`config.mk`:
```
export PLATFORM = sky130hd
export DESIGN_NAME = anchor_free_box_decode_core_flat
export DESIGN_NICKNAME = d
export VERILOG_FILES = /design/src/hw/rtl/afbd_pkg.sv /design/src/hw/rtl/afbd_if.sv /design/src/hw/rtl/anchor_free_box_decode_core.sv /design/src/hw/rtl/afbd_cfg.sv /design/src/hw/rtl/afbd_cell.sv /design/src/hw/rtl/afbd_decode.sv /design/src/flat_wrapper.sv
export SDC_FILE = /design/constraint.sdc
export NUM_CORES = 1
export LEC_CHECK = 0
export ABC_CLOCK_PERIOD_IN_PS = 20200
export BUFFER_PORTS_ARGS = -buffer_cell sky130_fd_sc_hd__buf_2
export CORE_MARGIN = 5
export CORE_UTILIZATION = 39
export CTS_CLUSTER_SIZE = 25
export DETAILED_ROUTE_END_ITERATION = 6
export PLACE_DENSITY = 0.59
export SLEW_MARGIN = 15
export SYNTH_ARGS = -nofsm -noshare
export SYNTH_HDL_FRONTEND = slang
export SYNTH_SLANG_ARGS = --single-unit
```
`constraint.sdc`:
```
create_clock -name i_clk -period 20.2 [get_ports i_clk]
set_input_delay 4.04 -clock i_clk [delete_from_list [all_inputs] [get_ports i_clk]]
set_output_delay 4.04 -clock i_clk [all_outputs]
set_load 0.02 [all_outputs]
```
`src/hw/rtl/afbd_pkg.sv`:
```
// Shared types, widths, register map and arithmetic helpers of the box decoder.
package afbd_pkg;

    localparam int LOGIT_W = 16;
    localparam int DIST_W  = 16;
    localparam int GRID_W  = 10;
    localparam int COORD_W = 23;
    localparam int SCORE_W = 16;
    localparam int CLASS_W = 7;
    localparam int STRIDE_W = 8;
    localparam int OFFSET_W = 4;
    localparam int ADDR_W  = 4;
    localparam int DATA_W  = 32;

    localparam int SIG_STEPS = 24;

    localparam logic [1:0] REG_STRIDE    = 2'd0;
    localparam logic [1:0] REG_OFFSET    = 2'd1;
    localparam logic [1:0] REG_THRESHOLD = 2'd2;

    localparam logic [STRIDE_W-1:0] STRIDE_RST    = 8'd8;
    localparam logic [OFFSET_W-1:0] OFFSET_RST    = 4'd0;
    localparam logic [SCORE_W-1:0]  THRESHOLD_RST = 16'd1311;

    localparam logic signed [COORD_W:0] COORD_HI = 24'sd4194303;
    localparam logic signed [COORD_W:0] COORD_LO = -24'sd4194304;

    typedef struct packed {
        logic [STRIDE_W-1:0] stride;
        logic [OFFSET_W-1:0] offset_q4;
        logic [SCORE_W-1:0]  score_threshold;
    } t_cfg;

    typedef struct packed {
        logic signed [LOGIT_W-1:0] class_logit;
        logic                      last_class;
        logic [GRID_W-1:0]         grid_x;
        logic [GRID_W-1:0]         grid_y;
        logic signed [DIST_W-1:0]  dist_left;
        logic signed [DIST_W-1:0]  dist_top;
        logic signed [DIST_W-1:0]  dist_right;
        logic signed [DIST_W-1:0]  dist_bottom;
    } t_in_item;

    typedef struct packed {
        logic signed [LOGIT_W-1:0] best_logit;
        logic [CLASS_W-1:0]        cls_idx;
        logic [GRID_W-1:0]         grid_x;
        logic [GRID_W-1:0]         grid_y;
        logic signed [DIST_W-1:0]  dist_left;
        logic signed [DIST_W-1:0]  dist_top;
        logic signed [DIST_W-1:0]  dist_right;
        logic signed [DIST_W-1:0]  dist_bottom;
    } t_cell_item;

    function automatic logic [SCORE_W-1:0] sig_point(input logic [4:0] idx);
        logic [SCORE_W-1:0] v;
        case (idx)
            5'd0:    v = 16'd32768;
            5'd1:    v = 16'd40793;
            5'd2:    v = 16'd47911;
            5'd3:    v = 16'd53581;
            5'd4:    v = 16'd57724;
            5'd5:    v = 16'd60565;
            5'd6:    v = 16'd62428;
            5'd7:    v = 16'd63615;
            5'd8:    v = 16'd64357;
            5'd9:    v = 16'd64816;
            5'd10:   v = 16'd65097;
            5'd11:   v = 16'd65269;
            5'd12:   v = 16'd65374;
            5'd13:   v = 16'd65438;
            5'd14:   v = 16'd65476;
            5'd15:   v = 16'd65500;
            5'd16:   v = 16'd65514;
            5'd17:   v = 16'd65523;
            5'd18:   v = 16'd65528;
            5'd19:   v = 16'd65531;
            5'd20:   v = 16'd65533;
            5'd21:   v = 16'd65534;
            default: v = 16'd65535;
        endcase
        return v;
    endfunction

    function automatic logic [COORD_W-1:0] sat_coord(input logic signed [COORD_W:0] v);
        logic [COORD_W-1:0] r;
        if (v > COORD_HI) begin
            r = COORD_HI[COORD_W-1:0];
        end else if (v < COORD_LO) begin
            r = COORD_LO[COORD_W-1:0];
        end else begin
            r = v[COORD_W-1:0];
        end
        return r;
    endfunction

endpackage

```
`src/hw/rtl/afbd_if.sv`:
```
// Valid/ready channel interfaces for logit requests and box results.
interface afbd_in_if;
    logic                                        valid;
    logic                                        ready;
    logic signed [afbd_pkg::LOGIT_W-1:0]         class_logit;
    logic                                        last_class;
    logic [afbd_pkg::GRID_W-1:0]                 grid_x;
    logic [afbd_pkg::GRID_W-1:0]                 grid_y;
    logic signed [afbd_pkg::DIST_W-1:0]          dist_left;
    logic signed [afbd_pkg::DIST_W-1:0]          dist_top;
    logic signed [afbd_pkg::DIST_W-1:0]          dist_right;
    logic signed [afbd_pkg::DIST_W-1:0]          dist_bottom;

    modport source (
        output valid, class_logit, last_class, grid_x, grid_y,
               dist_left, dist_top, dist_right, dist_bottom,
        input  ready
    );
    modport sink (
        input  valid, class_logit, last_class, grid_x, grid_y,
               dist_left, dist_top, dist_right, dist_bottom,
        output ready
    );
endinterface

interface afbd_out_if;
    logic                                 valid;
    logic                                 ready;
    logic signed [afbd_pkg::COORD_W-1:0]  box_x1;
    logic signed [afbd_pkg::COORD_W-1:0]  box_y1;
    logic signed [afbd_pkg::COORD_W-1:0]  box_x2;
    logic signed [afbd_pkg::COORD_W-1:0]  box_y2;
    logic [afbd_pkg::SCORE_W-1:0]         score;
    logic [afbd_pkg::CLASS_W-1:0]         cls_idx;

    modport source (
        output valid, box_x1, box_y1, box_x2, box_y2, score, cls_idx,
        input  ready
    );
    modport sink (
        input  valid, box_x1, box_y1, box_x2, box_y2, score, cls_idx,
        output ready
    );
endinterface

```
`src/hw/rtl/anchor_free_box_decode_core.sv`:
```
// Top level of the anchor-free box decoder with score threshold.
// A cell result passes the input register, the cell register and the result register.
// Throughput: one logit request per cycle while the output is not stalled.
// Each stage moves when the next is empty or drains, so bubbles are absorbed.
// Synchronous active-low reset clears pipeline valids and the cell state and
// loads stride 8, offset 0 and threshold 1311.
module anchor_free_box_decode_core #(
    parameter int MAX_CLASSES = 128,
    parameter int GRID_MAX    = 1024
) (
    input  logic                          i_clk,
    input  logic                          i_rst_n,
    afbd_in_if.sink                       i_in,
    afbd_out_if.source                    o_out,
    input  logic                          psel,
    input  logic                          penable,
    input  logic                          pwrite,
    input  logic [afbd_pkg::ADDR_W-1:0]   paddr,
    input  logic [afbd_pkg::DATA_W-1:0]   pwdata,
    output logic [afbd_pkg::DATA_W-1:0]   prdata,
    output logic                          pready
);

    afbd_pkg::t_cfg       w_cfg;
    afbd_pkg::t_cell_item w_item;
    logic                 w_item_valid;
    logic                 w_dec_free;

    afbd_cfg u_cfg (
        .i_clk   (i_clk),
        .i_rst_n (i_rst_n),
        .psel    (psel),
        .penable (penable),
        .pwrite  (pwrite),
        .paddr   (paddr),
        .pwdata  (pwdata),
        .prdata  (prdata),
        .pready  (pready),
        .o_cfg   (w_cfg)
    );

    afbd_cell #(
        .MAX_CLASSES (MAX_CLASSES)
    ) u_cell (
        .i_clk      (i_clk),
        .i_rst_n    (i_rst_n),
        .i_in       (i_in),
        .i_dec_free (w_dec_free),
        .o_valid    (w_item_valid),
        .o_item     (w_item)
    );

    afbd_decode #(
        .GRID_MAX (GRID_MAX)
    ) u_decode (
        .i_clk   (i_clk),
        .i_rst_n (i_rst_n),
        .i_valid (w_item_valid),
        .i_item  (w_item),
        .i_cfg   (w_cfg),
        .o_free  (w_dec_free),
        .o_out   (o_out)
    );

endmodule

```
`src/hw/rtl/afbd_cfg.sv`:
```
// APB register file holding stride, anchor offset and score threshold.
module afbd_cfg (
    input  logic                          i_clk,
    input  logic                          i_rst_n,
    input  logic                          psel,
    input  logic                          penable,
    input  logic                          pwrite,
    input  logic [afbd_pkg::ADDR_W-1:0]   paddr,
    input  logic [afbd_pkg::DATA_W-1:0]   pwdata,
    output logic [afbd_pkg::DATA_W-1:0]   prdata,
    output logic                          pready,
    output afbd_pkg::t_cfg                o_cfg
);

    afbd_pkg::t_cfg r_cfg;
    logic           w_wr;
    logic [1:0]     w_sel;

    assign pready = 1'b1;
    assign w_wr   = psel && penable && pwrite;
    assign w_sel  = paddr[3:2];
    assign o_cfg  = r_cfg;

    always_ff @(posedge i_clk) begin
        if (!i_rst_n) begin
            r_cfg.stride          <= afbd_pkg::STRIDE_RST;
            r_cfg.offset_q4       <= afbd_pkg::OFFSET_RST;
            r_cfg.score_threshold <= afbd_pkg::THRESHOLD_RST;
        end else if (w_wr) begin
            case (w_sel)
                afbd_pkg::REG_STRIDE:    r_cfg.stride <= pwdata[afbd_pkg::STRIDE_W-1:0];
                afbd_pkg::REG_OFFSET:    r_cfg.offset_q4 <= pwdata[afbd_pkg::OFFSET_W-1:0];
                afbd_pkg::REG_THRESHOLD: begin
                    r_cfg.score_threshold <= pwdata[afbd_pkg::SCORE_W-1:0];
                end
                default: ;
            endcase
        end
    end

    always_comb begin
        case (w_sel)
            afbd_pkg::REG_STRIDE:    prdata = 32'(r_cfg.stride);
            afbd_pkg::REG_OFFSET:    prdata = 32'(r_cfg.offset_q4);
            afbd_pkg::REG_THRESHOLD: prdata = 32'(r_cfg.score_threshold);
            default:                 prdata = '0;
        endcase
    end

endmodule

```
`src/hw/rtl/afbd_cell.sv`:
```
// Input register and per-cell running maximum over class logits.
module afbd_cell #(
    parameter int MAX_CLASSES = 128
) (
    input  logic                 i_clk,
    input  logic                 i_rst_n,
    afbd_in_if.sink              i_in,
    input  logic                 i_dec_free,
    output logic                 o_valid,
    output afbd_pkg::t_cell_item o_item
);

    localparam int CNT_W = $clog2(MAX_CLASSES + 1);
    localparam int IDX_W = (MAX_CLASSES > 1) ? $clog2(MAX_CLASSES) : 1;
    localparam logic [CNT_W-1:0] CNT_MAX  = CNT_W'(MAX_CLASSES);
    localparam logic [IDX_W-1:0] IDX_LAST = IDX_W'(MAX_CLASSES - 1);

    afbd_pkg::t_in_item   r_s1;
    logic                 r_s1_valid;
    afbd_pkg::t_cell_item r_s2;
    logic                 r_s2_valid;

    logic signed [afbd_pkg::LOGIT_W-1:0] r_best;
    logic [IDX_W-1:0]                    r_best_cls;
    logic [CNT_W-1:0]                    r_cnt;

    logic signed [afbd_pkg::LOGIT_W-1:0] n_best;
    logic [IDX_W-1:0]                    n_best_cls;
    logic [CNT_W-1:0]                    n_cnt;

    logic             w_s2_free;
    logic             w_s1_free;
    logic             w_s1_fire;
    logic             w_take;
    logic [IDX_W-1:0] w_idx;

    assign w_s2_free = !r_s2_valid || i_dec_free;
    assign w_s1_free = !r_s1_valid || w_s2_free;
    assign w_s1_fire = r_s1_valid && w_s2_free;
    assign i_in.ready = w_s1_free;

    assign w_idx  = (r_cnt >= CNT_MAX) ? IDX_LAST : IDX_W'(r_cnt);
    assign w_take = (r_cnt == '0) || (r_s1.class_logit > r_best);

    always_comb begin
        n_best     = w_take ? r_s1.class_logit : r_best;
        n_best_cls = w_take ? w_idx : r_best_cls;
        n_cnt      = (r_cnt < CNT_MAX) ? r_cnt + 1'b1 : r_cnt;
    end

    always_ff @(posedge i_clk) begin
        if (!i_rst_n) begin
            r_s1_valid <= 1'b0;
            r_s2_valid <= 1'b0;
            r_best     <= '0;
            r_best_cls <= '0;
            r_cnt      <= '0;
        end else begin
            if (w_s1_free) begin
                r_s1_valid <= i_in.valid;
            end
            if (w_s2_free) begin
                r_s2_valid <= w_s1_fire && r_s1.last_class;
            end
            if (w_s1_fire) begin
                if (r_s1.last_class) begin
                    r_best     <= '0;
                    r_best_cls <= '0;
                    r_cnt      <= '0;
                end else begin
                    r_best     <= n_best;
                    r_best_cls <= n_best_cls;
                    r_cnt      <= n_cnt;
                end
            end
        end
    end

    always_ff @(posedge i_clk) begin
        if (w_s1_free && i_in.valid) begin
            r_s1.class_logit <= i_in.class_logit;
            r_s1.last_class  <= i_in.last_class;
            r_s1.grid_x      <= i_in.grid_x;
            r_s1.grid_y      <= i_in.grid_y;
            r_s1.dist_left   <= i_in.dist_left;
            r_s1.dist_top    <= i_in.dist_top;
            r_s1.dist_right  <= i_in.dist_right;
            r_s1.dist_bottom <= i_in.dist_bottom;
        end
        if (w_s1_fire && r_s1.last_class) begin
            r_s2.best_logit  <= n_best;
            r_s2.cls_idx     <= afbd_pkg::CLASS_W'(n_best_cls);
            r_s2.grid_x      <= r_s1.grid_x;
            r_s2.grid_y      <= r_s1.grid_y;
            r_s2.dist_left   <= r_s1.dist_left;
            r_s2.dist_top    <= r_s1.dist_top;
            r_s2.dist_right  <= r_s1.dist_right;
            r_s2.dist_bottom <= r_s1.dist_bottom;
        end
    end

    assign o_valid = r_s2_valid;
    assign o_item  = r_s2;

`ifndef SYNTH
    a_cnt_bound: assert property (@(posedge i_clk) disable iff (!i_rst_n)
        r_cnt <= CNT_MAX)
        else $error("class counter beyond saturation");

    a_last_clears: assert property (@(posedge i_clk) disable iff (!i_rst_n)
        w_s1_fire && r_s1.last_class |=> r_cnt == '0 && r_s2_valid)
        else $error("last request did not close the cell");

    a_s2_hold: assert property (@(posedge i_clk) disable iff (!i_rst_n)
        r_s2_valid && !i_dec_free |=> r_s2_valid && $stable(r_s2))
        else $error("stalled cell result changed");

    a_no_fire_stall: assert property (@(posedge i_clk) disable iff (!i_rst_n)
        r_s1_valid && !w_s2_free |=> r_s1_valid && $stable(r_cnt))
        else $error("cell state advanced while stalled");
`endif

endmodule

```
`src/hw/rtl/afbd_decode.sv`:
```
// Sigmoid lookup, threshold test, anchor and box decode into the result register.
module afbd_decode #(
    parameter int GRID_MAX = 1024
) (
    input  logic                 i_clk,
    input  logic                 i_rst_n,
    input  logic                 i_valid,
    input  afbd_pkg::t_cell_item i_item,
    input  afbd_pkg::t_cfg       i_cfg,
    output logic                 o_free,
    afbd_out_if.source           o_out
);

    localparam logic [12:0] GRID_LAST = 13'(GRID_MAX - 1);

    logic                                 r_valid;
    logic signed [afbd_pkg::COORD_W-1:0]  r_x1;
    logic signed [afbd_pkg::COORD_W-1:0]  r_y1;
    logic signed [afbd_pkg::COORD_W-1:0]  r_x2;
    logic signed [afbd_pkg::COORD_W-1:0]  r_y2;
    logic [afbd_pkg::SCORE_W-1:0]         r_score;
    logic [afbd_pkg::CLASS_W-1:0]         r_class;

    logic [15:0] w_mag;
    logic [8:0]  w_k;
    logic [6:0]  w_f;
    logic        w_sat;
    logic [15:0] w_t0;
    logic [15:0] w_t1;
    logic [12:0] w_diff;
    logic [19:0] w_prod;
    logic [12:0] w_interp;
    logic [15:0] w_pos;
    logic [15:0] w_score;
    logic        w_pass;

    logic [9:0]  w_gx;
    logic [9:0]  w_gy;
    logic [21:0] w_ax;
    logic [21:0] w_ay;
    logic signed [afbd_pkg::COORD_W:0] w_axs;
    logic signed [afbd_pkg::COORD_W:0] w_ays;

    always_comb begin
        w_mag    = i_item.best_logit[15] ? (~i_item.best_logit + 16'd1)
                                         : i_item.best_logit;
        w_k      = w_mag[15:7];
        w_f      = w_mag[6:0];
        w_sat    = w_k >= 9'(afbd_pkg::SIG_STEPS);
        w_t0     = afbd_pkg::sig_point(w_k[4:0]);
        w_t1     = afbd_pkg::sig_point(w_k[4:0] + 5'd1);
        w_diff   = 13'(w_t1 - w_t0);
        w_prod   = 20'(w_diff) * 20'(w_f);
        w_interp = 13'((w_prod + 20'd64) >> 7);
        w_pos    = w_sat ? 16'hFFFF : w_t0 + 16'(w_interp);
        w_score  = i_item.best_logit[15] ? 16'(17'h10000 - 17'(w_pos)) : w_pos;
        w_pass   = w_score >= i_cfg.score_threshold;
    end

    always_comb begin
        w_gx  = (13'(i_item.grid_x) > GRID_LAST) ? GRID_LAST[9:0] : i_item.grid_x;
        w_gy  = (13'(i_item.grid_y) > GRID_LAST) ? GRID_LAST[9:0] : i_item.grid_y;
        w_ax  = 22'({w_gx, i_cfg.offset_q4}) * 22'(i_cfg.stride);
        w_ay  = 22'({w_gy, i_cfg.offset_q4}) * 22'(i_cfg.stride);
        w_axs = $signed({2'b00, w_ax});
        w_ays = $signed({2'b00, w_ay});
    end

    assign o_free = !r_valid || o_out.ready;

    always_ff @(posedge i_clk) begin
        if (!i_rst_n) begin
            r_valid <= 1'b0;
        end else if (o_free) begin
            r_valid <= i_valid && w_pass;
        end
    end

    always_ff @(posedge i_clk) begin
        if (o_free && i_valid) begin
            r_x1    <= afbd_pkg::sat_coord(w_axs - 24'(i_item.dist_left));
            r_y1    <= afbd_pkg::sat_coord(w_ays - 24'(i_item.dist_top));
            r_x2    <= afbd_pkg::sat_coord(w_axs + 24'(i_item.dist_right));
            r_y2    <= afbd_pkg::sat_coord(w_ays + 24'(i_item.dist_bottom));
            r_score <= w_score;
            r_class <= i_item.cls_idx;
        end
    end

    assign o_out.valid    = r_valid;
    assign o_out.box_x1   = r_x1;
    assign o_out.box_y1   = r_y1;
    assign o_out.box_x2   = r_x2;
    assign o_out.box_y2   = r_y2;
    assign o_out.score    = r_score;
    assign o_out.cls_idx  = r_class;

endmodule

```
`src/flat_wrapper.sv`:
```
// flat-port wrapper written by rule: the top's interface ports become plain ports
module anchor_free_box_decode_core_flat 
#(
    parameter int MAX_CLASSES = 128,
    parameter int GRID_MAX    = 1024
)
  (i_clk, i_rst_n, psel, penable, pwrite, paddr, pwdata, prdata, pready, i_in_valid, i_in_class_logit, i_in_last_class, i_in_grid_x, i_in_grid_y, i_in_dist_left, i_in_dist_top, i_in_dist_right, i_in_dist_bottom, i_in_ready, o_out_valid, o_out_box_x1, o_out_box_y1, o_out_box_x2, o_out_box_y2, o_out_score, o_out_cls_idx, o_out_ready);
  afbd_in_if i_in_i ();
  afbd_out_if o_out_i ();
  input  logic i_clk;
  input  logic i_rst_n;
  input  logic psel;
  input  logic penable;
  input  logic pwrite;
  input  logic [afbd_pkg::ADDR_W-1:0] paddr;
  input  logic [afbd_pkg::DATA_W-1:0] pwdata;
  output logic [afbd_pkg::DATA_W-1:0] prdata;
  output logic pready;
  input wire logic [$bits(i_in_i.valid)-1:0] i_in_valid;
  input wire logic [$bits(i_in_i.class_logit)-1:0] i_in_class_logit;
  input wire logic [$bits(i_in_i.last_class)-1:0] i_in_last_class;
  input wire logic [$bits(i_in_i.grid_x)-1:0] i_in_grid_x;
  input wire logic [$bits(i_in_i.grid_y)-1:0] i_in_grid_y;
  input wire logic [$bits(i_in_i.dist_left)-1:0] i_in_dist_left;
  input wire logic [$bits(i_in_i.dist_top)-1:0] i_in_dist_top;
  input wire logic [$bits(i_in_i.dist_right)-1:0] i_in_dist_right;
  input wire logic [$bits(i_in_i.dist_bottom)-1:0] i_in_dist_bottom;
  output wire logic [$bits(i_in_i.ready)-1:0] i_in_ready;
  output wire logic [$bits(o_out_i.valid)-1:0] o_out_valid;
  output wire logic [$bits(o_out_i.box_x1)-1:0] o_out_box_x1;
  output wire logic [$bits(o_out_i.box_y1)-1:0] o_out_box_y1;
  output wire logic [$bits(o_out_i.box_x2)-1:0] o_out_box_x2;
  output wire logic [$bits(o_out_i.box_y2)-1:0] o_out_box_y2;
  output wire logic [$bits(o_out_i.score)-1:0] o_out_score;
  output wire logic [$bits(o_out_i.cls_idx)-1:0] o_out_cls_idx;
  input wire logic [$bits(o_out_i.ready)-1:0] o_out_ready;
  assign i_in_i.valid = i_in_valid;
  assign i_in_i.class_logit = i_in_class_logit;
  assign i_in_i.last_class = i_in_last_class;
  assign i_in_i.grid_x = i_in_grid_x;
  assign i_in_i.grid_y = i_in_grid_y;
  assign i_in_i.dist_left = i_in_dist_left;
  assign i_in_i.dist_top = i_in_dist_top;
  assign i_in_i.dist_right = i_in_dist_right;
  assign i_in_i.dist_bottom = i_in_dist_bottom;
  assign i_in_ready = i_in_i.ready;
  assign o_out_valid = o_out_i.valid;
  assign o_out_box_x1 = o_out_i.box_x1;
  assign o_out_box_y1 = o_out_i.box_y1;
  assign o_out_box_x2 = o_out_i.box_x2;
  assign o_out_box_y2 = o_out_i.box_y2;
  assign o_out_score = o_out_i.score;
  assign o_out_cls_idx = o_out_i.cls_idx;
  assign o_out_i.ready = o_out_ready;
  anchor_free_box_decode_core #(.MAX_CLASSES(MAX_CLASSES), .GRID_MAX(GRID_MAX)) u_core (.i_clk(i_clk), .i_rst_n(i_rst_n), .i_in(i_in_i), .o_out(o_out_i), .psel(psel), .penable(penable), .pwrite(pwrite), .paddr(paddr), .pwdata(pwdata), .prdata(prdata), .pready(pready));
endmodule
```
### Word level (Yosys, flattened, before mapping)

Memory sizes are Yosys's and may differ from the RTL's.
Cells that the tools add are included.

* memories: 2
* input bits: 144
* word-level logic and storage cells: 99
* register bits: 385
* bits in read-only memories: 960
* output and inout bits: 150

* magnitude comparators: 13
* bitwise gates (word level): 1
* multiply operators: 3
* mux-type cells: 15
* $add $sub $neg: 11
* equal/unequal tests: 2
* reduce and logical (&&, ||, !) cells: 21

Memories
* (no name shown): depth 32, width 15, read ports 1, clocked after memory_dff 0, wr ports 0, line afbd_pkg.sv:58 `case (idx)`
* (no name shown): depth 32, width 15, read ports 1, clocked after memory_dff 0, wr ports 0, line afbd_pkg.sv:58

Operator list (number)
* $gt A24 B23 Y1 const B: 4
* $lt A24 B23 Y1 const B: 4
* $mux W23: 4
* $mux W16: 5
* $add A23 B16 Y24: 2
* $pmux W16 S3: 1
* $sub A23 B16 Y24: 2
* $mul A14 B8 Y22: 2
* $mux W7: 3
* $add A20 B7 Y20 const B: 1
* $mul A13 B7 Y20: 1
* $add A16 B1 Y16 const B: 1
* $add A16 B13 Y16: 1
* $ge A16 B16 Y1: 1
* $gt A16 B16 Y1: 1
* $mux W8: 2
* $not A16 Y16: 1
* $sub A1 B16 Y16 const A: 1
* $sub A13 B13 Y13: 1
* $ge A9 B5 Y1 const B: 1
* $add A8 B1 Y8 const B: 1
* $ge A8 B8 Y1 const B: 1
* $logic_not A8 Y1: 1
* $lt A8 B8 Y1 const B: 1
* 9 further kinds: 23

### Longest topological paths before layout

Gate-level depths: netlist of the first run.
An unclocked memory read counts as a cell.

* depth in word-level cells: 14
* mapped depth: 57
* depth with buffers taken out: 56

### By module

From an unflattened synthesis of the first run, not the netlist that was laid out.

* cell total of the unflattened synthesis: 3158
* area, all modules: 31104.8 um2

Modules (own cells, without submodules)
* afbd_decode: area each 20876.3 um2, times used 1, cells an instance 2437
* afbd_cell: area each 8768.4 um2, times used 1, cells an instance 548
* afbd_cfg: area each 1460.2 um2, times used 1, cells an instance 173

### Worst setup path before layout of the first run

No wires, ideal clock.

* path type: register to register
* start: register u_core.u_cell.r_s2, in the netlist u_core.u_cell.o_item[91]
* end: register u_core.u_decode.r_valid (netlist: u_core.u_decode.o_out.valid)
* path slack: 8.005 ns
* data required time: 20.130 ns
* path buffers: 2
* cell stages (with the launch flop): 53
* setup time: 0.070 ns
* arrival time: 12.125 ns
* cell sequence: edfxtp_1 inv_1 clkbuf_1 ha_1 nor3b_1 a21oi_1 xnor2_1 inv_1 ha_1 nand3_1 xnor2_1 clkbuf_1 nand2_1 o221ai_1 a21oi_1 ha_1 fa_1 nor2b_1 (+17 left out) a311o_1 or3_1 a21oi_1 nor2_1 ha_1 and3_1 a221oi_1 o21ai_1 and4_1 a2111oi_0 nor2_1 xnor2_1 nand4_1 a31o_1 ha_1 nand4_1 or3_1 a21oi_1

* cells in the longest elaborated chain, start to end: 14
* elaborated cells between the ends (all ways): 16

Ends and longest elaborated chain
* start, declared: line afbd_cell.sv:20 `afbd_pkg::t_cell_item r_s2;`
* $not A16 Y16: line afbd_decode.sv:45 `w_mag = i_item.best_logit[15] ? (~i_item.best_logit + 16'd1)`
* $add A16 B1 Y16: line afbd_decode.sv:45
* $mux W16 (*): line afbd_decode.sv:45
* $add A5 B1 Y5: line afbd_decode.sv:51 `w_t1 = afbd_pkg::sig_point(w_k[4:0] + 5'd1);`
* $mem_v2 Z32 W15
* $sub A13 B13 Y13: line afbd_decode.sv:52 `w_diff = 13'(w_t1 - w_t0);`
* $mul A13 B7 Y20: line afbd_decode.sv:53 `w_prod = 20'(w_diff) * 20'(w_f);`
* $add A20 B7 Y20: line afbd_decode.sv:54 `w_interp = 13'((w_prod + 20'd64) >> 7);`
* $add A16 B13 Y16: line afbd_decode.sv:55 `w_pos = w_sat ? 16'hFFFF : w_t0 + 16'(w_interp);`
* $mux W16 (*): line afbd_decode.sv:55
* $sub A1 B16 Y16: line afbd_decode.sv:56 `w_score = i_item.best_logit[15] ? 16'(17'h10000 - 17'(w_pos)) : w_pos;`
* $mux W16 (*): line afbd_decode.sv:56
* named net u_core.u_decode.w_score[15]: line afbd_decode.sv:34 `logic [15:0] w_score;`
* $ge A16 B16 Y1 (*): line afbd_decode.sv:57 `w_pass = w_score >= i_cfg.score_threshold;`
* $logic_and A1 B1 Y1 (*): line afbd_decode.sv:75 `r_valid <= i_valid && w_pass;`
* end signal, assigned: line afbd_decode.sv:75
* end, declared: line afbd_decode.sv:16 `logic r_valid;`

Mark *: on every way through the listed nets, which the timed path passes. The rest lies on a longest branch.
A chain may end at the register's enable or synchronous reset.

### Final worst setup path of the first run

Same ends and word-level chain as after synthesis.

==> results of run 1 <==
Yosys cell counts (all sizes together), types with 29 or more instances:
cell / instances
inv: 357
edfxtp: 323
ha: 280
nand2: 261
nor2: 208
fa: 199
a21oi: 196
o21ai: 140
xnor2: 107
and2: 98
clkbuf: 77
xor2: 69
a21o: 67
dfxtp: 62
o21a: 44
nand2b: 40
nor3: 34
nor2b: 33
nand3: 30
mux2i: 29
per-layer routing:
layer  routed length (um)  track usage, %  share of wire, %  vias to the layer above
li1                     -               -                 -                    10700
met1                35300            26.0                47                    10500
met2                33600            27.7                45                      472
met3                 3780            2.68               5.1                       94
met4                 1680            4.45               2.3                        4
met5                   21               0             0.028                        -
how the worst max path moves through the flow:
| stage | to |
|---|---|
| 2_1_floorplan | u_core.u_decode.o_out.valid |
| 3_3_place_gp | u_core.u_decode.o_out.valid |
| 3_5_place_dp | u_core.u_decode.o_out.valid |
| 4_1_cts | u_core.u_decode.o_out.valid |
| 5_1_grt | u_core.u_decode.o_out.valid |
| 6_report | u_core.u_decode.o_out.valid |
per-stage QoR:
step | util (%) | setup WS (ps) | hold WS, ps | instances | area (um^2)
5_1_grt | 44.3 | 4880 | 407 | 4299 | 34200
3_3_place_gp | 42.4 | 6130 | 401 | 4216 | 32700
4_1_cts | 44.2 | 5880 | 389 | 4296 | 34200
6_report | 44.3 | 5940 | 397 | 4300 | 34200
2_1_floorplan | - | 8010 | 400 | 2990 | 30300
3_5_place_dp | 42.4 | 5980 | 405 | 4216 | 32700
registers in the layout (all words and copies together) (netlist names), 23 cells and up:
name,flops
u_core.u_decode.o_out.box_y2,23
u_core.u_cell.r_s1,101
u_core.u_decode.o_out.box_x1,23
u_core.u_cell.o_item,107
u_core.u_cfg.o_cfg,28
u_core.u_decode.o_out.box_x2,23
u_core.u_decode.o_out.box_y1,23
worst register-to-register path: cells and delay by family, from the launching register on:
kind / cells / cell delay, ps
flops: 1 / 470
compound gates: 19 / 4400
buf+inv: 6 / 850
fa+ha+maj: 10 / 3920
simple gates: 14 / 2670
xor+xnor: 4 / 1870
cell usage in the layout (no fill, tap or decap), types with 16 or more instances in the layout:
cell and n:
inv_1 354, nand2b_1 40, and2_1 98, a21o_1 67, buf_2 258, mux2i_1 27
mux2_2 24, xor2_1 64, conb_1 17, nor3_1 31, fa_1 199, nand3_1 30
clkbuf_16 48, o21ai_0 131, a21oi_1 194, a22o_1 23, buf_4 32, nand2_1 260
edfxtp_1 323, nor2b_1 31, o21a_1 44, ha_1 280, nor2_1 205, a31oi_1 16
xnor2_1 102, dfxtp_1 62
layout make-up:
| class | count | share of cell area (%) |
|---|---|---|
| Clock buffer | 57 | 3.67 |
| Antenna cell | 4 | 0.0293 |
| Inverter | 358 | 3.94 |
| Clock inverter | 23 | 0.560 |
| Tap cell | 1040 | 3.81 |
| Multi-Input combinational cell | 2143 | 51.5 |
| Sequential cell | 385 | 32.0 |
| Timing Repair Buffer | 290 | 4.48 |
cell families after synthesis:
family | count (synthesis)
AO/OA/AOI/OAI | 615
XOR/XNOR | 176
adder cells (fa/ha/maj) | 487
buffers and inverters | 462
flip-flops | 385
multiplexers | 53
other | 2
AND/OR/NAND/NOR | 795
==> results.json, run 1 <==
{
  "result_of_the_run": "complete, no violations",
  "global_route.usage.total_pct": 17.7,
  "transition_time_at_the_pin_with_the_least_slew_margin_ps": 1070,
  "post_cts_resized": 0,
  "port_buffers": 258,
  "routedWlPerCell_um": 17.3,
  "criticalPathCategory": "flip-flop to flip-flop",
  "post_synth_num_cell_types": 95,
  "min_delay_worst_endpoint": "u_core.u_cell.o_item[43]",
  "totalWireLength_um": 74400,
  "cts.hold.buffers_added": 0,
  "number_of_cell_instances_on_the_worst_register_to_register_path": 53,
  "synth_adder_area_share_pct": 25.0,
  "via_count": 21800,
  "synth_edf_count": 323,
  "drv_cap": 0,
  "drtPass1Iterations": 5,
  "routabilityCongestion": 0.881,
  "number_of_setup_buffers_added_after_cts": 0,
  "post_synth.cell_area_avg_um2": 10.2,
  "cts_tree": "done",
  "setup_repair_after_global_routing_missed_its_margin": "no",
  "grt_first_pass_wirelength_um": 118000,
  "die-area_um2": 83200,
  "cp-end-kind": "flip-flop",
  "finalSetupViolations": 0,
  "tns_ps": 0,
  "clk-insertion-delay-late_ps": 590,
  "synth_compound_area_share_pct": 13.0,
  "post-dp-hpwl_um": 58100,
  "row_cnt": 102,
  "die_x_um": 288,
  "rr_endpoint": "u_core.u_decode.o_out.valid",
  "report.final.slew_viol_count": 0,
  "clk_pin_slew_worst_setup_hold_paths_ps": 70,
  "synth_sequential_area_ratio_pct": 36.2,
  "timing.hold.worst_path_depth": 0,
  "dr.first_iter.drc_count": 1246,
  "fmax_mhz": 70.1,
  "hold_class": "flip-flop to flip-flop",
  "slew_headroom_pct": 28.5,
  "cts.root.buffer_cell": "clkbuf_16",
  "synth_area_leaders": "edfxtp_1 32%, fa_1 13%, ha_1 12%",
  "design.final.nets": 3845,
  "syn-cell-area_um2": 30200,
  "synthCells": 2975,
  "setup.worst_path.start": "u_core.u_cell.o_item[91]",
  "cts_htree_levels": 2,
  "drtAntennaViolNets": 0,
  "crit_family": "compound AO/OA/AOI/OAI gates",
  "grt_pass1_vias": 21300,
  "final-hold-violation-count": 0,
  "async_reset_ff_share_pct": 0,
  "worstSetupPathDepth": 53,
  "min_period_ps": 14260,
  "synth_largest_type_area_fraction_pct": 32.1,
  "dominantRegCellSynth": "edfxtp_1",
  "multi_input_area_um2": 17600,
  "crit_slowest_cell": "xnor2_1",
  "yosysTopAreaCell": "edfxtp_1",
  "register_area_um2": 10900,
  "design.portCount": 294,
  "critical_path.reg2reg.startpoint": "u_core.u_cell.o_item[91]",
  "layout_worst_path_cycle_share_pct": 70.6,
  "ys_warn_count": 0,
  "main_combinational_cell_family_by_area_after_synthesis": "adder cells",
  "cts_buffer_depth": 3,
  "setup.worst_path.start_class": "flip-flop",
  "grt.overflow.total": 0,
  "die-height_um": 288,
  "hold_path.startpoint": "u_core.u_cell.r_s1[43]",
  "rrSetupSlack_ps": 5940,
  "synth.ff_latch_count": 385,
  "synth_simple_gate_area_share_pct": 12.6,
  "critPathArrivalTime_ps": 14750,
  "synth.area.mux_share_pct": 1.85,
  "worst_clock_skew_ps": 33.8,
  "layout-area-overhead-vs-synth_pct": 13.1,
  "worst_stage_delay_on_the_critical_path_ps": 850,
  "drive_gt1_share_pct": 13.4,
  "number_of_vias_per_cell_after_detailed_routing": 5.06,
  "cts_buffers": 44,
  "initial_utilization_pct": 39.2,
  "critical_path.n_buffers_inverters": 6,
  "grt_antenna_before_repair": 6,
  "yosys.area_share.xor_xnor_pct": 5.32,
  "worst_ep_required_time_ps": 20690,
  "cp_max_fo": 12,
  "filler_cell_count": 7468,
  "cts_num_sinks": 385,
  "grt_max_degree": 60,
  "core-area_um2": 77200,
  "drc_violations_left": 0
}
Power of run 1 is left out: the tool's default activity adds up to more than one toggle a clock period on the data nets, which glitch-free logic cannot reach.
==> run 2: changes to the inputs <==
Settings changed: ABC_CLOCK_PERIOD_IN_PS 20200 to 12000, PLACE_DENSITY 0.59 to 0.62.
Clock period 20.2 ns to 12 ns, I/O delays scaled along.
==> run 2 against run 1 <==
  * Largest cell class unchanged
  * Non-clock buffer count up 103
  * Cell area up 3.3%
  * Critical endpoint unchanged
  * Clock skew down 14 ps
  * Core utilization up 1.4 points
  * Sequential share of layout area down 1.0 points
  * Worst setup slack worse by 5400 ps
  * Routed wire length down 0.19%
  * First-iteration DRC count up 1.8%
  * Sequential cell count unchanged
  * Via count up 1.9%
==> results.json, run 2 (synthesis results as in run 1) <==
{
  "worst_ep_required_time_ps": 12520,
  "die_x_um": 288,
  "rrSetupSlack_ps": 510,
  "totalWireLength_um": 74300,
  "routedWlPerCell_um": 16.9,
  "cts_num_sinks": 385,
  "cts.hold.buffers_added": 0,
  "grt.overflow.total": 0,
  "mostFrequentLayoutCells": "354 x inv_1, 323 x edfxtp_1, 274 x ha_1",
  "routabilityCongestion": 0.868,
  "leading_cell_type_in_the_layout_fill_and_taps_excluded": "inv_1",
  "critPathArrivalTime_ps": 12010,
  "dr.first_iter.drc_count": 1268,
  "final-hold-violation-count": 0,
  "initial_utilization_pct": 39.2,
  "global_route.usage.total_pct": 17.6,
  "worst_stage_delay_on_the_critical_path_ps": 550,
  "layout-area-overhead-vs-synth_pct": 16.8,
  "crit_slowest_cell": "fa_1",
  "placement.cell_area_um2": 33400,
  "worst_clock_skew_ps": 19.9,
  "design.final.nets": 3949,
  "fmax_mhz": 87.0,
  "row_cnt": 102,
  "transition_time_at_the_pin_with_the_least_slew_margin_ps": 1100,
  "filler_cell_count": 7301,
  "cp_max_fo": 11,
  "finish.instance_area_um2": 35300,
  "port_buffers": 258,
  "cts_buffers": 45,
  "via_count": 22200,
  "post-dp-hpwl_um": 58000,
  "finalSetupViolations": 0,
  "number_of_vias_per_cell_after_detailed_routing": 5.03,
  "clk-insertion-delay-late_ps": 580,
  "hold-worst-slack_ps": 400,
  "layout.cells.non_filler": 4406,
  "grt_pass1_vias": 21900,
  "share_of_the_core_filled_with_cells_in_the_final_layout_pct": 45.7,
  "min_period_ps": 11490,
  "result_of_the_run": "complete, no violations",
  "drv_cap": 0,
  "cts_buffer_depth": 3,
  "dp.cells": 4302,
  "cts_htree_levels": 2,
  "setup.worst_path.start_class": "flip-flop",
  "cp-end-kind": "flip-flop",
  "drc_violations_left": 0,
  "grt_antenna_before_repair": 5,
  "largest_register_ffs": 107,
  "report.final.slew_viol_count": 0,
  "hold_class": "flip-flop to flip-flop",
  "drtPass1Iterations": 5,
  "cts.root.buffer_cell": "clkbuf_16",
  "cpMostUsedCell": "buf_4",
  "criticalPathCategory": "flip-flop to flip-flop",
  "die-height_um": 288,
  "drtAntennaViolNets": 0,
  "drive_gt1_share_pct": 17.0,
  "clk_pin_slew_worst_setup_hold_paths_ps": 70,
  "design.portCount": 294,
  "core-area_um2": 77200,
  "grt_max_degree": 109,
  "grt_first_pass_wirelength_um": 118000,
  "layout_worst_path_cycle_share_pct": 95.7,
  "die-area_um2": 83200,
  "slew_headroom_pct": 25.1,
  "cts_tree": "done"
}
[run 2: cell types whose count changed in the layout (fill, tap and decap cells not counted), moves of 4 or more]
cell / delta
xnor2_2: +4
o21ai_0: -6
ha_1: -6
xnor2_1: -4
clkbuf_1: +4
a21oi_2: +8
ha_4: +5
clkinv_2: -5
a21oi_1: -9
buf_4: +100
bufinv_16: +4
[run 2: area by class of cell]
cell class,instances,area (um^2),share of cell area [%]
clock inverters,27,324,0.918
well taps,1040,1300,3.68
diodes,3,7.51,0.0213
inverters,358,1350,3.81
repair buffers,393,2330,6.61
flip-flops and latches,385,10900,31.0
clock buffers,57,1180,3.34
multi-input cells,2143,17900,50.6
[run 2: routing by layer]
| layer | share of wire (%) | global-route usage [%] | up-vias |
|---|---|---|---|
| li1 | - | - | 10900 |
| met2 | 47 | 28.8 | 471 |
| met3 | 4.9 | 2.72 | 86 |
| met5 | 0.028 | 0 | - |
| met1 | 46 | 24.8 | 10700 |
| met4 | 2.0 | 4.08 | 4 |
[run 2: through the flow]
| stage | setup TNS, ps | worst slack, ps |
|---|---|---|
| global route | -89.4 | -89.4 |
| CTS | 0 | 56.5 |
| detailed placement | -16.9 | -16.9 |
| floorplan | 0 | 15.6 |
| global placement | 0 | 78.4 |
| finish | 0 | 510 |
[run 2: final timing paths]
check | start | end | cells after the start
worst min-delay path | u_core.u_cell.r_s1[10] | u_core.u_cell.o_item[10] | 0
worst min register to register | u_core.u_cell.r_s1[10] | u_core.u_cell.o_item[10] | 0
worst max-delay path | u_core.u_cell.o_item[91] | u_core.u_decode.o_out.valid | 50
worst max register to register | u_core.u_cell.o_item[91] | u_core.u_decode.o_out.valid | 50
[run 2: what timing repair did]
item                                    4_1_cts  5_1_grt
pin swaps                                     0       26
resized for setup                             1       53
setup buffers                                 0       17
endpoints found under the setup margin        1        4
[run 2: critical path: cells and delay by family (launching register included)]
kind                     cells  cell delay [ps]
AO/OA/AOI/OAI               15             2790
XOR/XNOR                     3              470
flip-flops                   1              470
buffers and inverters       10             1100
AND/OR/NAND/NOR             14             3230
adder cells (fa/ha/maj)      8             3350
Power of run 2 is left out for the same reason.
==> run 3: changes to the inputs <==
Settings changed: ABC_AREA set to 1, CORE_MARGIN 5 to 1.5, PLACE_DENSITY 0.62 to 0.61.
==> run 3 against run 2 <==
  * Synthesized cell count up 22%
  * Clock-buffer cell count shrank 5
  * First-iteration DRC count rose by 14%
  * Register-to-register slack better by 420 ps
  * Synthesized area grew 3.2%
  * Fmax is 3.8% higher
  * Cell area is 0.36% lower
==> results.json, run 3 <==
{
  "routabilityCongestion": 0.907,
  "critPathArrivalTime_ps": 11560,
  "min_period_ps": 11070,
  "setup.worst_path.start_class": "flip-flop",
  "max-vdd-ir-drop_mv": 0.442,
  "row_cnt": 103,
  "crit_slowest_cell": "fa_1",
  "post_synth.cell_area_avg_um2": 8.63,
  "timing.hold.worst_path_depth": 0,
  "grt_first_pass_wirelength_um": 124000,
  "clk-insertion-delay-late_ps": 600,
  "report.final.slew_viol_count": 0,
  "criticalPathCategory": "flip-flop to flip-flop",
  "yosysTopAreaCell": "edfxtp_1",
  "drtPass1Iterations": 5,
  "dominantRegCellSynth": "edfxtp_1",
  "number_of_cell_instances_on_the_worst_register_to_register_path": 60,
  "mostFrequentLayoutCells": "799 x nand2_1, 652 x inv_1, 323 x edfxtp_1",
  "design.portCount": 294,
  "grt.overflow.total": 0,
  "power-per-cell-area_nw_per_um2": 238,
  "cts_buffer_depth": 3,
  "drive_gt1_share_pct": 11.4,
  "die-area_um2": 81800,
  "synth_compound_area_share_pct": 9.03,
  "synth.ff_latch_count": 385,
  "synth_edf_count": 323,
  "async_reset_ff_share_pct": 0,
  "worst_clock_skew_ps": 23.5,
  "placement.cell_area_um2": 33600,
  "leakagePower_uw": 0.0174,
  "critical_path.reg2reg.startpoint": "u_core.u_cell.o_item[91]",
  "die_x_um": 286,
  "setup_slack_ps": 931,
  "worst_ep_required_time_ps": 12490,
  "design.final.nets": 4486,
  "post-dp-hpwl_um": 61500,
  "cts.root.buffer_cell": "clkbuf_16",
  "dr.first_iter.drc_count": 1441,
  "rr_endpoint": "u_core.u_decode.o_out.valid",
  "final-hold-violation-count": 0,
  "tns_ps": 0,
  "cts_htree_levels": 2,
  "cts_tree": "done",
  "cts_num_sinks": 385,
  "crit_family": "adder cells",
  "cp_max_fo": 9,
  "die-height_um": 286,
  "min_delay_worst_endpoint": "u_core.u_cell.o_item[82]",
  "syn-cell-area_um2": 31200,
  "grt_antenna_before_repair": 8,
  "transition_time_at_the_pin_with_the_least_slew_margin_ps": 1040,
  "synth_commonest_cells": "799 x nand2_1, 655 x inv_1, 323 x edfxtp_1",
  "main_combinational_cell_family_by_area_after_synthesis": "adder cells",
  "totalWireLength_um": 77900,
  "grt_pass1_vias": 23300,
  "synth.area.mux_share_pct": 0,
  "layout-area-overhead-vs-synth_pct": 12.7,
  "cts_buffers": 46,
  "synth_largest_type_area_fraction_pct": 31.1,
  "routedWlPerCell_um": 15.7,
  "fmax_mhz": 90.3,
  "yosys.cell_count.top_type": "nand2_1",
  "clk_pin_slew_worst_setup_hold_paths_ps": 70,
  "synthCells": 3619,
  "ys_warn_count": 0,
  "global_route.usage.total_pct": 19.0,
  "post_synth_num_cell_types": 61,
  "initial_utilization_pct": 39.5,
  "cp-end-kind": "flip-flop",
  "finalSetupViolations": 0,
  "result_of_the_run": "complete, no violations",
  "setup_repair_after_global_routing_missed_its_margin": "no",
  "critical_path.n_buffers_inverters": 12,
  "leading_cell_type_in_the_layout_fill_and_taps_excluded": "nand2_1",
  "slew_headroom_pct": 30.3,
  "synth_adder_area_share_pct": 24.0,
  "port_buffers": 258,
  "synth_sequential_area_ratio_pct": 35.0,
  "placement.setup.worst_slack_ps": 990,
  "yosys.area_share.xor_xnor_pct": 4.50,
  "hold_class": "flip-flop to flip-flop",
  "core-area_um2": 79100,
  "hold_path.startpoint": "u_core.u_cell.r_s1[82]",
  "synth_area_leaders": "edfxtp_1 31%, fa_1 13%, ha_1 11%",
  "grt_max_degree": 105,
  "synth_simple_gate_area_share_pct": 17.6,
  "worst_stage_delay_on_the_critical_path_ps": 580,
  "largest_register_ffs": 107,
  "finish.instance_area_um2": 35200,
  "drc_violations_left": 0,
  "number_of_vias_per_cell_after_detailed_routing": 4.84,
  "layout_worst_path_cycle_share_pct": 92.2,
  "via_count": 24000,
  "drv_cap": 0,
  "rrSetupSlack_ps": 930,
  "drtAntennaViolNets": 0
}
-- run 3: changes by cell type after synthesis, sizes merged, moves of 33 or more --
cell	change
nand2b	-40
xnor2	-47
o21a	-41
nor2	+39
nand3	+101
inv	+304
nand2	+553
and2	-79
a21o	-58
a21oi	+49
nor2b	-33
-- run 3: how the worst max path moves through the flow --
stage | endpoint | slack [ps] | cells after the start | startpoint
2_1_floorplan | u_core.u_decode.o_out.valid | 1710 | 67 | u_core.u_cell.o_item[91]
3_3_place_gp | u_core.u_decode.o_out.valid | 990 | 57 | u_core.u_cell.o_item[91]
3_5_place_dp | u_core.u_decode.o_out.valid | 990 | 60 | u_core.u_cell.o_item[91]
4_1_cts | u_core.u_decode.o_out.valid | 920 | 60 | u_core.u_cell.o_item[91]
5_1_grt | u_core.u_decode.o_out.valid | 9 | 62 | u_core.u_cell.o_item[91]
6_report | u_core.u_decode.o_out.valid | 930 | 60 | u_core.u_cell.o_item[91]
-- run 3: what timing repair did --
action / in CTS / in global routing
buffers inserted: 0 / 6
gates resized for setup: 0 / 3
hold buffers: 0 / 0
endpoints found under the setup margin: 0 / 1
-- run 3: layout make-up --
cell class | instances | area, um^2
diodes | 1 | 2.50
clock buffers | 52 | 1180
clock inverters | 33 | 360
fillers | 7812 | 43900
inverters | 666 | 2510
multi-input cells | 2469 | 17300
flip-flops and latches | 385 | 10900
well taps | 1050 | 1310
repair buffers | 295 | 1590
-- run 3: worst reg2reg max path: cells and delay by family, from the launching register on --
| kind | cells | cell delay, ps |
|---|---|---|
| adders and majority gates | 11 | 4250 |
| xor gates and xnor gates | 3 | 800 |
| AOI/OAI and AO/OA | 20 | 2840 |
| and+or+nand+nor | 14 | 1360 |
| buffers and inverters | 12 | 1300 |
| DFF | 1 | 460 |
-- run 3: per-layer routing --
layer	vias to the layer above	wire, um	global-route usage (%)	part of all wire (%)
met4	6	1860	5.41	2.4
met1	11300	35700	25.8	46
met5	-	34	0	0.044
met2	461	36600	31.5	47
met3	104	3720	2.78	4.8
li1	12100	-	-	-
-- run 3: cells by family (layout without fill, tap and decap cells) --
logic type / count (synthesis) / count (layout)
other: 2 / 18
flip-flops: 385 / 385
buffers and inverters: 780 / 1046
XOR/XNOR: 157 / 157
AND/OR/NAND/NOR: 1310 / 1310
AO/OA/AOI/OAI: 506 / 506
adder cells (fa/ha/maj): 479 / 479
-- run 3: per-stage QoR --
step                      hold WS [ps]  cells  utilization (%)  power [uW]
after floorplan                    400   3634                -        5740
after global placement             401   4859             42.4        6920
after detailed placement           405   4859             42.4        6930
after CTS                          402   4944             44.4        8420
after global routing               422   4950             44.5        9320
final                              404   4951             44.5        8380
-- run 3: power breakdown --
| group | total [uW] | leakage (uW) | switching (uW) | internal (uW) |
|---|---|---|---|---|
| logic | 5390 | 0.0131 | 3470 | 1920 |
| registers | 1570 | 0.00352 | 26.7 | 1540 |
| clock network | 1420 | 0.000751 | 609 | 814 |
(Power assumes the default switching activity.)
